File: src/sv/mdr_pkg.sv
// ----------------------------------------------------------------------------
// mdr_pkg
// Shared constants, types and helpers of the max digit rotation unit.
// ----------------------------------------------------------------------------
`timescale 1ns / 1ps
`default_nettype none

package mdr_pkg;

  localparam int DIGIT_BITS = 2;
  localparam int MAX_DIGITS = 32;
  localparam int WORD_W     = 64;
  localparam int COUNT_W    = 6;

  // digits that fit in one word, and the usable digit limit
  localparam int FIT    = WORD_W / DIGIT_BITS;
  localparam int LIMIT  = (FIT < MAX_DIGITS) ? FIT : MAX_DIGITS;

  localparam int LANES  = (LIMIT < 4) ? LIMIT : 4;
  localparam int PASSES = (LIMIT + LANES - 1) / LANES;

  localparam int PASS_W  = (PASSES > 1) ? $clog2(PASSES) : 1;
  localparam int LANE_W  = (LANES > 1) ? $clog2(LANES) : 1;
  localparam int ROT_W   = $clog2(PASSES * LANES + 1);
  localparam int N_W     = $clog2(LIMIT + 1);
  localparam int SHIFT_W = $clog2(WORD_W + 1);

  typedef logic [WORD_W-1:0] word_t;

  typedef struct packed {
    logic              en;
    logic [PASS_W-1:0] pass;
  } lane_ctl_t;

  typedef struct packed {
    logic  valid;
    word_t word;
  } lane_res_t;

  // low nbits set; a full word gives all ones
  function automatic word_t used_mask(logic [SHIFT_W-1:0] nbits);
    word_t m;
    if (32'(nbits) >= WORD_W) begin
      m = '1;
    end else begin
      m = (word_t'(1) << nbits) - word_t'(1);
    end
    return m;
  endfunction

endpackage

`default_nettype wire

File: src/sv/mdr_if.sv
// ----------------------------------------------------------------------------
// mdr_if
// Valid/ready channels for input words and canonical results.
// ----------------------------------------------------------------------------
`timescale 1ns / 1ps
`default_nettype none

interface mdr_word_if import mdr_pkg::*; ();
  logic               valid;
  logic               ready;
  logic [WORD_W-1:0]  digit_word;
  logic [COUNT_W-1:0] digit_count;

  modport source (output valid, output digit_word, output digit_count, input ready);
  modport sink   (input valid, input digit_word, input digit_count, output ready);
endinterface

interface mdr_result_if import mdr_pkg::*; ();
  logic               valid;
  logic               ready;
  logic [WORD_W-1:0]  canonical_word;
  logic [COUNT_W-1:0] canonical_count;

  modport source (output valid, output canonical_word, output canonical_count, input ready);
  modport sink   (input valid, input canonical_word, input canonical_count, output ready);
endinterface

`default_nettype wire

File: src/sv/max_digit_rotation_unit.sv
// ----------------------------------------------------------------------------
// max_digit_rotation_unit
// Largest cyclic digit rotation of a packed word (canonical necklace form).
// ----------------------------------------------------------------------------
// Usage:
//   word_ch   : sink of digit_word/digit_count; a transfer happens when
//               valid and ready are both high at a rising clk edge.
//   result_ch : source of canonical_word/canonical_count, same handshake.
//   One word is in flight at a time. LANES rotation lanes each try one
//   rotation per cycle, so the LIMIT rotations are swept in PASSES =
//   LIMIT/LANES (rounded up) passes; one lane register stage and one
//   merge stage follow before the result enters the output register.
//   A new word is taken only once the previous result has left the merge
//   register. The result sits in an output register; the next word is
//   accepted while it waits. If the receiver stalls, the finished next
//   result is held in the merge register until the output register
//   frees up.
//   Reset (rst, synchronous) empties the pipeline and output register.
//   A count of zero returns the word unchanged; counts above LIMIT are
//   saturated for the search but echoed raw.
// ----------------------------------------------------------------------------
`timescale 1ns / 1ps
`default_nettype none

module max_digit_rotation_unit import mdr_pkg::*; (
  input  logic                clk,
  input  logic                rst,
  mdr_word_if.sink            word_ch,
  mdr_result_if.source        result_ch
);

  typedef enum logic [1:0] {
    S_IDLE,
    S_RUN,
    S_DRAIN,
    S_FINISH
  } state_t;

  state_t              state;
  logic [PASS_W-1:0]   pass;

  // captured item
  word_t               raw_word;
  word_t               cur;
  word_t               mask;
  logic [N_W-1:0]      n;
  logic [COUNT_W-1:0]  count;

  // output register
  logic                out_valid;
  word_t               out_word;
  logic [COUNT_W-1:0]  out_count;

  logic                accept;
  logic [N_W-1:0]      n_next;
  word_t               mask_next;
  lane_ctl_t           lane_ctl;
  lane_res_t           lane_res [LANES];
  word_t               best;
  logic                out_free;

  assign word_ch.ready = (state == S_IDLE) && !rst;
  assign accept        = word_ch.valid && word_ch.ready;
  assign out_free      = !out_valid || result_ch.ready;

  // saturate the count and build the used-digit mask at capture time
  always_comb begin
    n_next    = (32'(word_ch.digit_count) < LIMIT) ? N_W'(word_ch.digit_count)
                                                   : N_W'(LIMIT);
    mask_next = used_mask(SHIFT_W'(32'(n_next) * DIGIT_BITS));
  end

  assign lane_ctl.en   = (state == S_RUN);
  assign lane_ctl.pass = pass;

  for (genvar k = 0; k < LANES; k++) begin : g_lane
    mdr_lane u_lane (
      .clk     (clk),
      .rst     (rst),
      .ctl     (lane_ctl),
      .lane_id (LANE_W'(k)),
      .cur     (cur),
      .mask    (mask),
      .n       (n),
      .res     (lane_res[k])
    );
  end

  mdr_merge u_merge (
    .clk   (clk),
    .clear (accept),
    .lanes (lane_res),
    .best  (best)
  );

  // item capture (payload, no reset)
  always_ff @(posedge clk) begin
    if (accept) begin
      raw_word <= word_ch.digit_word;
      cur      <= word_ch.digit_word & mask_next;
      mask     <= mask_next;
      n        <= n_next;
      count    <= word_ch.digit_count;
    end
  end

  // sequencer and output register
  always_ff @(posedge clk) begin
    if (rst) begin
      state     <= S_IDLE;
      pass      <= '0;
      out_valid <= 1'b0;
    end else begin
      if (out_valid && result_ch.ready) begin
        out_valid <= 1'b0;
      end
      unique case (state)
        S_IDLE: begin
          if (accept) begin
            state <= S_RUN;
            pass  <= '0;
          end
        end
        S_RUN: begin
          if (pass == PASS_W'(PASSES - 1)) begin
            state <= S_DRAIN;
          end else begin
            pass <= pass + PASS_W'(1);
          end
        end
        S_DRAIN: begin
          state <= S_FINISH;
        end
        S_FINISH: begin
          if (out_free) begin
            out_valid <= 1'b1;
            out_word  <= (n == '0) ? raw_word : best;
            out_count <= count;
            state     <= S_IDLE;
          end
        end
        default: begin
          state <= S_IDLE;
        end
      endcase
    end
  end

  assign result_ch.valid           = out_valid;
  assign result_ch.canonical_word  = out_word;
  assign result_ch.canonical_count = out_count;

endmodule

`default_nettype wire

File: src/sv/mdr_lane.sv
// ----------------------------------------------------------------------------
// mdr_lane
// One rotation lane: rotates the masked word by pass*LANES+lane_id digits.
// ----------------------------------------------------------------------------
`timescale 1ns / 1ps
`default_nettype none

module mdr_lane import mdr_pkg::*; (
  input  logic              clk,
  input  logic              rst,
  input  lane_ctl_t         ctl,
  input  logic [LANE_W-1:0] lane_id,
  input  word_t             cur,
  input  word_t             mask,
  input  logic [N_W-1:0]    n,
  output lane_res_t         res
);

  logic [ROT_W-1:0]   r;
  logic [SHIFT_W-1:0] shl;
  logic [SHIFT_W-1:0] shr;
  logic               hit;
  word_t              rot;

  always_comb begin
    r   = ROT_W'(ctl.pass) * ROT_W'(LANES) + ROT_W'(lane_id);
    hit = 32'(r) < 32'(n);
    // only meaningful when hit; r < n keeps both amounts within the word
    shl = SHIFT_W'(32'(r) * DIGIT_BITS);
    shr = SHIFT_W'((32'(n) - 32'(r)) * DIGIT_BITS);
    rot = ((cur << shl) | (cur >> shr)) & mask;
  end

  always_ff @(posedge clk) begin
    if (rst) begin
      res.valid <= 1'b0;
    end else begin
      res.valid <= ctl.en && hit;
    end
    res.word <= rot;
  end

endmodule

`default_nettype wire

File: src/sv/mdr_merge.sv
// ----------------------------------------------------------------------------
// mdr_merge
// Folds the lane results of each pass into a running maximum.
// ----------------------------------------------------------------------------
`timescale 1ns / 1ps
`default_nettype none

module mdr_merge import mdr_pkg::*; (
  input  logic      clk,
  input  logic      clear,
  input  lane_res_t lanes [LANES],
  output word_t     best
);

  word_t cand;

  always_comb begin
    cand = best;
    for (int k = 0; k < LANES; k++) begin
      if (lanes[k].valid && (lanes[k].word > cand)) begin
        cand = lanes[k].word;
      end
    end
  end

  // every candidate is unsigned, so zero is a safe start value
  always_ff @(posedge clk) begin
    if (clear) begin
      best <= '0;
    end else begin
      best <= cand;
    end
  end

endmodule

`default_nettype wire

File: src/flat_wrapper.sv
// flat-port wrapper written by rule: the top's interface ports become plain ports
module max_digit_rotation_unit_flat import mdr_pkg::*;
  (clk, rst, word_ch_valid, word_ch_digit_word, word_ch_digit_count, word_ch_ready, result_ch_valid, result_ch_canonical_word, result_ch_canonical_count, result_ch_ready);
  mdr_word_if word_ch_i ();
  mdr_result_if result_ch_i ();
  input  logic clk;
  input  logic rst;
  input wire logic [$bits(word_ch_i.valid)-1:0] word_ch_valid;
  input wire logic [$bits(word_ch_i.digit_word)-1:0] word_ch_digit_word;
  input wire logic [$bits(word_ch_i.digit_count)-1:0] word_ch_digit_count;
  output wire logic [$bits(word_ch_i.ready)-1:0] word_ch_ready;
  output wire logic [$bits(result_ch_i.valid)-1:0] result_ch_valid;
  output wire logic [$bits(result_ch_i.canonical_word)-1:0] result_ch_canonical_word;
  output wire logic [$bits(result_ch_i.canonical_count)-1:0] result_ch_canonical_count;
  input wire logic [$bits(result_ch_i.ready)-1:0] result_ch_ready;
  assign word_ch_i.valid = word_ch_valid;
  assign word_ch_i.digit_word = word_ch_digit_word;
  assign word_ch_i.digit_count = word_ch_digit_count;
  assign word_ch_ready = word_ch_i.ready;
  assign result_ch_valid = result_ch_i.valid;
  assign result_ch_canonical_word = result_ch_i.canonical_word;
  assign result_ch_canonical_count = result_ch_i.canonical_count;
  assign result_ch_i.ready = result_ch_ready;
  max_digit_rotation_unit u_core (.clk(clk), .rst(rst), .word_ch(word_ch_i), .result_ch(result_ch_i));
endmodule
File: config.mk
export PLATFORM = sky130hd
export DESIGN_NAME = max_digit_rotation_unit_flat
export DESIGN_NICKNAME = d
export VERILOG_FILES = /design/src/sv/mdr_pkg.sv /design/src/sv/mdr_if.sv /design/src/sv/max_digit_rotation_unit.sv /design/src/sv/mdr_lane.sv /design/src/sv/mdr_merge.sv /design/src/flat_wrapper.sv
export SDC_FILE = /design/constraint.sdc
export NUM_CORES = 2
export LEC_CHECK = 0
export CAP_MARGIN = 20
export CORE_ASPECT_RATIO = 2
export CORE_MARGIN = 2
export CORE_UTILIZATION = 50
export CTS_BUF_LIST = sky130_fd_sc_hd__clkbuf_16
export CTS_CLUSTER_DIAMETER = 200
export DETAILED_ROUTE_END_ITERATION = 10
export DONT_BUFFER_PORTS = 1
export PLACE_DENSITY = 0.72
export RECOVER_POWER = 50
export SLEW_MARGIN = 25
export SYNTH_ARGS = -nofsm -noshare
export SYNTH_HDL_FRONTEND = slang
export SYNTH_SLANG_ARGS = --single-unit
File: constraint.sdc
create_clock -name clk -period 13.15 [get_ports clk]
set_input_delay 2.63 -clock clk [delete_from_list [all_inputs] [get_ports clk]]
set_output_delay 2.63 -clock clk [all_outputs]
set_load 0.02 [all_outputs]
==> flow_summary_export.csv, run 1 <==
group,metric,value,unit
synth,synth_ff_type,"dfxtp_1",
synth,ys_warn_count,0,
synth,synth-edff-count,272,
place,placed_cell_area,45200,sq um
clock_tree,hold_buffers,0,
synth,syn_nets,5242,
die,die_w,209,microns
place,dp_hpwl,207000,microns
die,fp-row-count,150,
status,run_status,"did not finish",
clock_tree,clock_sinks,602,
synth,ys_seq_area_frac,0.350,
clock_tree,ctsRootBufferMaster,"clkbuf_16",
status,stop_stage,"global routing (5_1_grt)",
synth,synthCells,4894,
global_routing,grt_pass1_wl,447000,microns
clock_tree,htree_levels,2,
global_routing,grt_pass1_vias,49700,
synth,async_flop_share,0,
place,io_buffers,0,
clock_tree,numCtsBuffers,52,
global_routing,grt_max_degree,165,
synth,syn_area_per_cell,8.62,sq um
die,initial_core_util,0.505,
global_routing,grt_use_total,0.716,
clock_tree,cts_buffer_depth,3,
synth,ys_types,77,
clock_tree,cts_setup_buffers,0,
place,gp_congestion,1.28,
die,dieHeight,415,microns
status,error,"[ERROR GRT-0116] Global routing finished with congestion. Check the congestion regions in the DRC Viewer.",
synth,synth-seq-cells,602,
die,io_pins,146,
global_routing,grt-ovfl-total,389,
synth,netlist_area,42200,sq um
through the flow:
stage	cells	setup TNS (ns)	hold WS [ns]	setup WS [ns]
floorplan	4894	0	0.400	1.93
global placement	5970	0	0.400	0.115
detailed placement	5970	-6.65	0.405	-0.151
CTS	6066	0	0.420	0.0653
layer usage:
layer	global-route usage	GRT overflow
met1	0.734	2
met2	0.919	226
met3	0.487	0
met4	0.735	161
met5	0.106	0
synth_stat cells, types with 16 or more instances:
cell / instances / area (sq um)
a21boi_0: 81 / 608
clkbuf_1: 265 / 995
nor3_1: 43 / 215
o21a_1: 97 / 728
nor2b_1: 79 / 494
ha_1: 272 / 3400
a211oi_1: 57 / 428
a31oi_1: 29 / 181
dfxtp_1: 330 / 6610
o21ai_0: 382 / 1910
mux2_2: 150 / 1690
or2_2: 20 / 125
mux4_2: 17 / 383
and3_1: 16 / 100
o31ai_1: 18 / 135
or3_1: 85 / 532
nand4_1: 52 / 325
a221oi_1: 26 / 228
o31a_1: 19 / 166
and2_1: 121 / 757
o22ai_1: 39 / 244
a21o_1: 83 / 623
inv_1: 176 / 661
nand2b_1: 56 / 350
mux2i_1: 353 / 3530
a32oi_1: 63 / 552
a21oi_1: 343 / 1720
a22oi_1: 16 / 120
nor2_1: 452 / 1700
o211ai_1: 53 / 398
nand2_1: 464 / 1740
buf_1: 41 / 154
edfxtp_1: 272 / 8170
nand3_1: 173 / 866
logic make-up after synthesis:
family | synth area share
xor+xnor | 0.00457
mux | 0.133
buf+inv | 0.0487
simple gates | 0.177
fa+ha+maj | 0.0816
flops | 0.350
compound gates | 0.204
timing repair:
item                                    CTS
endpoints found under the setup margin   64
gates cloned                              0
resized for setup                         6
==> run 2: changes to the inputs <==
Settings changed: CORE_ASPECT_RATIO 2 to default, CORE_UTILIZATION 50 to 35, CTS_BUF_LIST sky130_fd_sc_hd__clkbuf_16 to default, CTS_CLUSTER_DIAMETER 200 to default, PLACE_DENSITY 0.72 to default, PLACE_DENSITY_LB_ADDON from default to 0.15.
==> flow_summary_export.csv, run 2 <==
group,metric,value,unit
worst_setup_path,worstPathArrival,13.39,ns
drt,vias,41700,
global_routing,antenna_found_initial,65,
sta,hold_slack,0.420,ns
layout,top_register,"u_core.g_lane.u_lane.res",
worst_setup_path,r2r_slack,0.28,ns
synth,synth_ff_type,"dfxtp_1",
drt,antenna_left,0,
clock_tree,clock_latency,0.74,ns
global_routing,grt_use_total,0.394,
global_routing,grt_pass1_vias,38600,
synth,syn_area_per_cell,8.62,sq um
synth,ys_seq_area_frac,0.350,
sta,finalCriticalPeriod,12.87,ns
worst_setup_path,rr_startpoint,"u_core.n[0]$_DFFE_PP_",
clock_tree,clock_sinks,602,
power,clkPwrFrac,0.175,
place,gp_congestion,1.12,
sta,slew_headroom,-3.43,
sta,final_max_slew_viol_count,294,
worst_setup_path,cp.required,13.67,ns
worst_setup_path,endpoint,"u_core.g_lane[3].u_lane.res[35]$_DFF_P_",
die,fp-row-count,127,
power,share_comb_of_total_power,0.591,
drt,finalWirelength,250000,microns
global_routing,grt-ovfl-total,0,
synth,yosysMostFrequentCell,"nand2_1",
layout,drive_gt1_frac,0.143,
job,cap_violations,7,
power,p_int,0.00613,W
drt,routedWlPerCell,37.4,microns
global_routing,grt_pass1_wl,332000,microns
worst_setup_path,cp-startpoint,"u_core.n[0]$_DFFE_PP_",
synth,synth_area_leader_cell,"edfxtp_1",
status,run_status,"finished with violations",
worst_setup_path,reg2reg_to,"u_core.g_lane[3].u_lane.res[35]$_DFF_P_",
synth,async_flop_share,0,
drt,dr.first_iter.drc_count,5799,
layout,fin_util,0.408,
sta,final.setup.tns,0,ns
power,netSwitchingPower,0.00626,W
status,violations,"capacitance limit, slew limit",
power,p_seq_frac,0.234,
drt,dr.pass1.iters,6,
global_routing,grt_max_degree,106,
place,dp_hpwl,200000,microns
clock_tree,cts_tree,"done",
synth,synth_top_cell_area_share,0.194,
power,ir_worst_vdd,174,uV
clock_tree,ctsRootBufferMaster,"clkbuf_16",
layout,fin_nets,5332,
power,power.density,254,nW/um^2
layout,multiInputGateArea,25900,sq um
place,io_buffers,0,
clock_tree,htree_levels,3,
synth,synth-seq-cells,602,
synth,yosys-top-cells-area,"edfxtp_1, dfxtp_1, mux2i_1",
die,die_w,351,microns
layout,seqCellArea,14800,sq um
worst_setup_path,path_max_fanout,97,
sta,fin_skew,0.0519,ns
sta,finalCritPeriodShare,0.979,
layout,fillers,12300,
worst_hold_path,whs_path_depth,0,
worst_setup_path,endpoint_kind,"flip-flop",
sta,fmax,77.7,MHz
synth,netlist_area,42200,sq um
power,p_sw_frac,0.505,
clock_tree,hold_buffers,0,
synth,ys_warn_count,0,
layout,largest_reg_flops,260,
clock_tree,numCtsBuffers,73,
die,dieHeight,351,microns
drt,vias_per_cell,6.23,
layout,layout_commonest_cell,"nand2_1",
sta,finalSetupViolations,0,
layout,area_delta_synth_final,15.8,%
die,die_area,123000,sq um
sta,tightest_slew,6.64,ns
die,core,120000,sq um
power,p_leak,19.0,nW
clock_tree,clk_transition_reported_paths,0.06,ns
die,io_pins,146,
die,initial_core_util,0.352,
worst_hold_path,hp-class,"reg -> reg",
synth,ys_types,77,
synth,synthCells,4894,
worst_setup_path,r2r_cells,10,
synth,synth-edff-count,272,
clock_tree,cts_buffer_depth,3,
synth,syn_nets,5242,
worst_setup_path,critPathKind,"reg -> reg",
layout,final_cell_mix,"nand2_1, nor2_1, o21ai_0",
sta,finalHoldViolations,0,
synth,synthTopCellsByCount,"nand2_1, nor2_1, o21ai_0",
worst_setup_path,startpoint_type,"flip-flop",
drt,route.detailed.drc,0,
==> run 2: cell counts after synthesis <==
No cell type changed its count.
==> run 2: cell families (layout without fill, tap and decap cells) <==
| group | after synthesis | count (layout) | share of synthesized area |
|---|---|---|---|
| AND/OR/NAND/NOR | 1595 | 1595 | 0.177 |
| AO/OA/AOI/OAI | 1366 | 1367 | 0.204 |
| flip-flops | 602 | 602 | 0.350 |
| multiplexers | 522 | 522 | 0.133 |
| buffers and inverters | 513 | 662 | 0.0487 |
| adder cells (fa/ha/maj) | 274 | 274 | 0.0816 |
| XOR/XNOR | 22 | 22 | 0.00457 |
| other | 0 | 35 | 0 |
==> run 2: cell type report <==
cell class,count,share of cell area
antenna,35,0.00179
clock buffer,99,0.0447
clock inverter,36,0.00784
inverter,177,0.0138
multi-input combinational,3780,0.530
sequential,602,0.303
tap,1612,0.0413
timing repair buffer,350,0.0578
==> run 2: timing repair <==
action / in CTS / in global routing
pin swaps: 4 / 17
endpoints found under the setup margin: 64 / 64
gates cloned: 0 / 1
buffers inserted: 1 / 13
resized for setup: 11 / 60
==> run 2: power by group through the flow <==
stage	logic (W)	clock network (W)	registers [W]
floorplan	0.00375	0	0.00266
global placement	0.00685	0	0.00292
detailed placement	0.00682	0	0.00291
CTS	0.00687	0.00219	0.00288
global route	0.00764	0.00226	0.00292
finish	0.00732	0.00216	0.00290
==> run 2: per-stage QoR <==
step	setup WS [ns]	instances	power [W]	area, sq um
2_1_floorplan	1.93	4894	0.00640	42200
3_3_place_gp	-0.534	6506	0.00977	45800
3_5_place_dp	-0.681	6506	0.00973	45800
4_1_cts	0.0230	6642	0.0119	48400
5_1_grt	-0.0408	6671	0.0128	48800
6_report	0.279	6691	0.0124	48800
==> run 2: how the worst min path moves through the flow <==
| stage | from | endpoint | slack [ns] |
|---|---|---|---|
| after floorplan | u_core.count[0]$_DFFE_PP_ | u_core.result_ch.canonical_count[0]$_DFFE_PP_ | 0.40 |
| after global placement | u_core.count[3]$_DFFE_PP_ | u_core.result_ch.canonical_count[3]$_DFFE_PP_ | 0.40 |
| after detailed placement | u_core.count[4]$_DFFE_PP_ | u_core.result_ch.canonical_count[4]$_DFFE_PP_ | 0.41 |
| after CTS | u_core.count[1]$_DFFE_PP_ | u_core.result_ch.canonical_count[1]$_DFFE_PP_ | 0.42 |
| after global routing | u_core.count[3]$_DFFE_PP_ | u_core.result_ch.canonical_count[3]$_DFFE_PP_ | 0.43 |
| final | u_core.count[1]$_DFFE_PP_ | u_core.result_ch.canonical_count[1]$_DFFE_PP_ | 0.42 |
==> run 2: worst max-delay path, stage by stage (launching register included) <==
cell      delay, ns
edfxtp_1       0.32
clkbuf_1       4.59
inv_1          2.82
ha_4           1.36
buf_4          0.67
nor2_1         0.14
o31ai_1        0.54
mux2i_1        0.48
o21ai_0        0.70
a21oi_1        0.23
nor2b_1        0.67
==> run 2: routing by layer <==
metal	wire length (microns)	global-route usage
met5	270	0
met4	19500	0.258
met3	26800	0.111
met2	99700	0.553
met1	104000	0.526
Note: power is estimated with default switching activity, not from simulation.
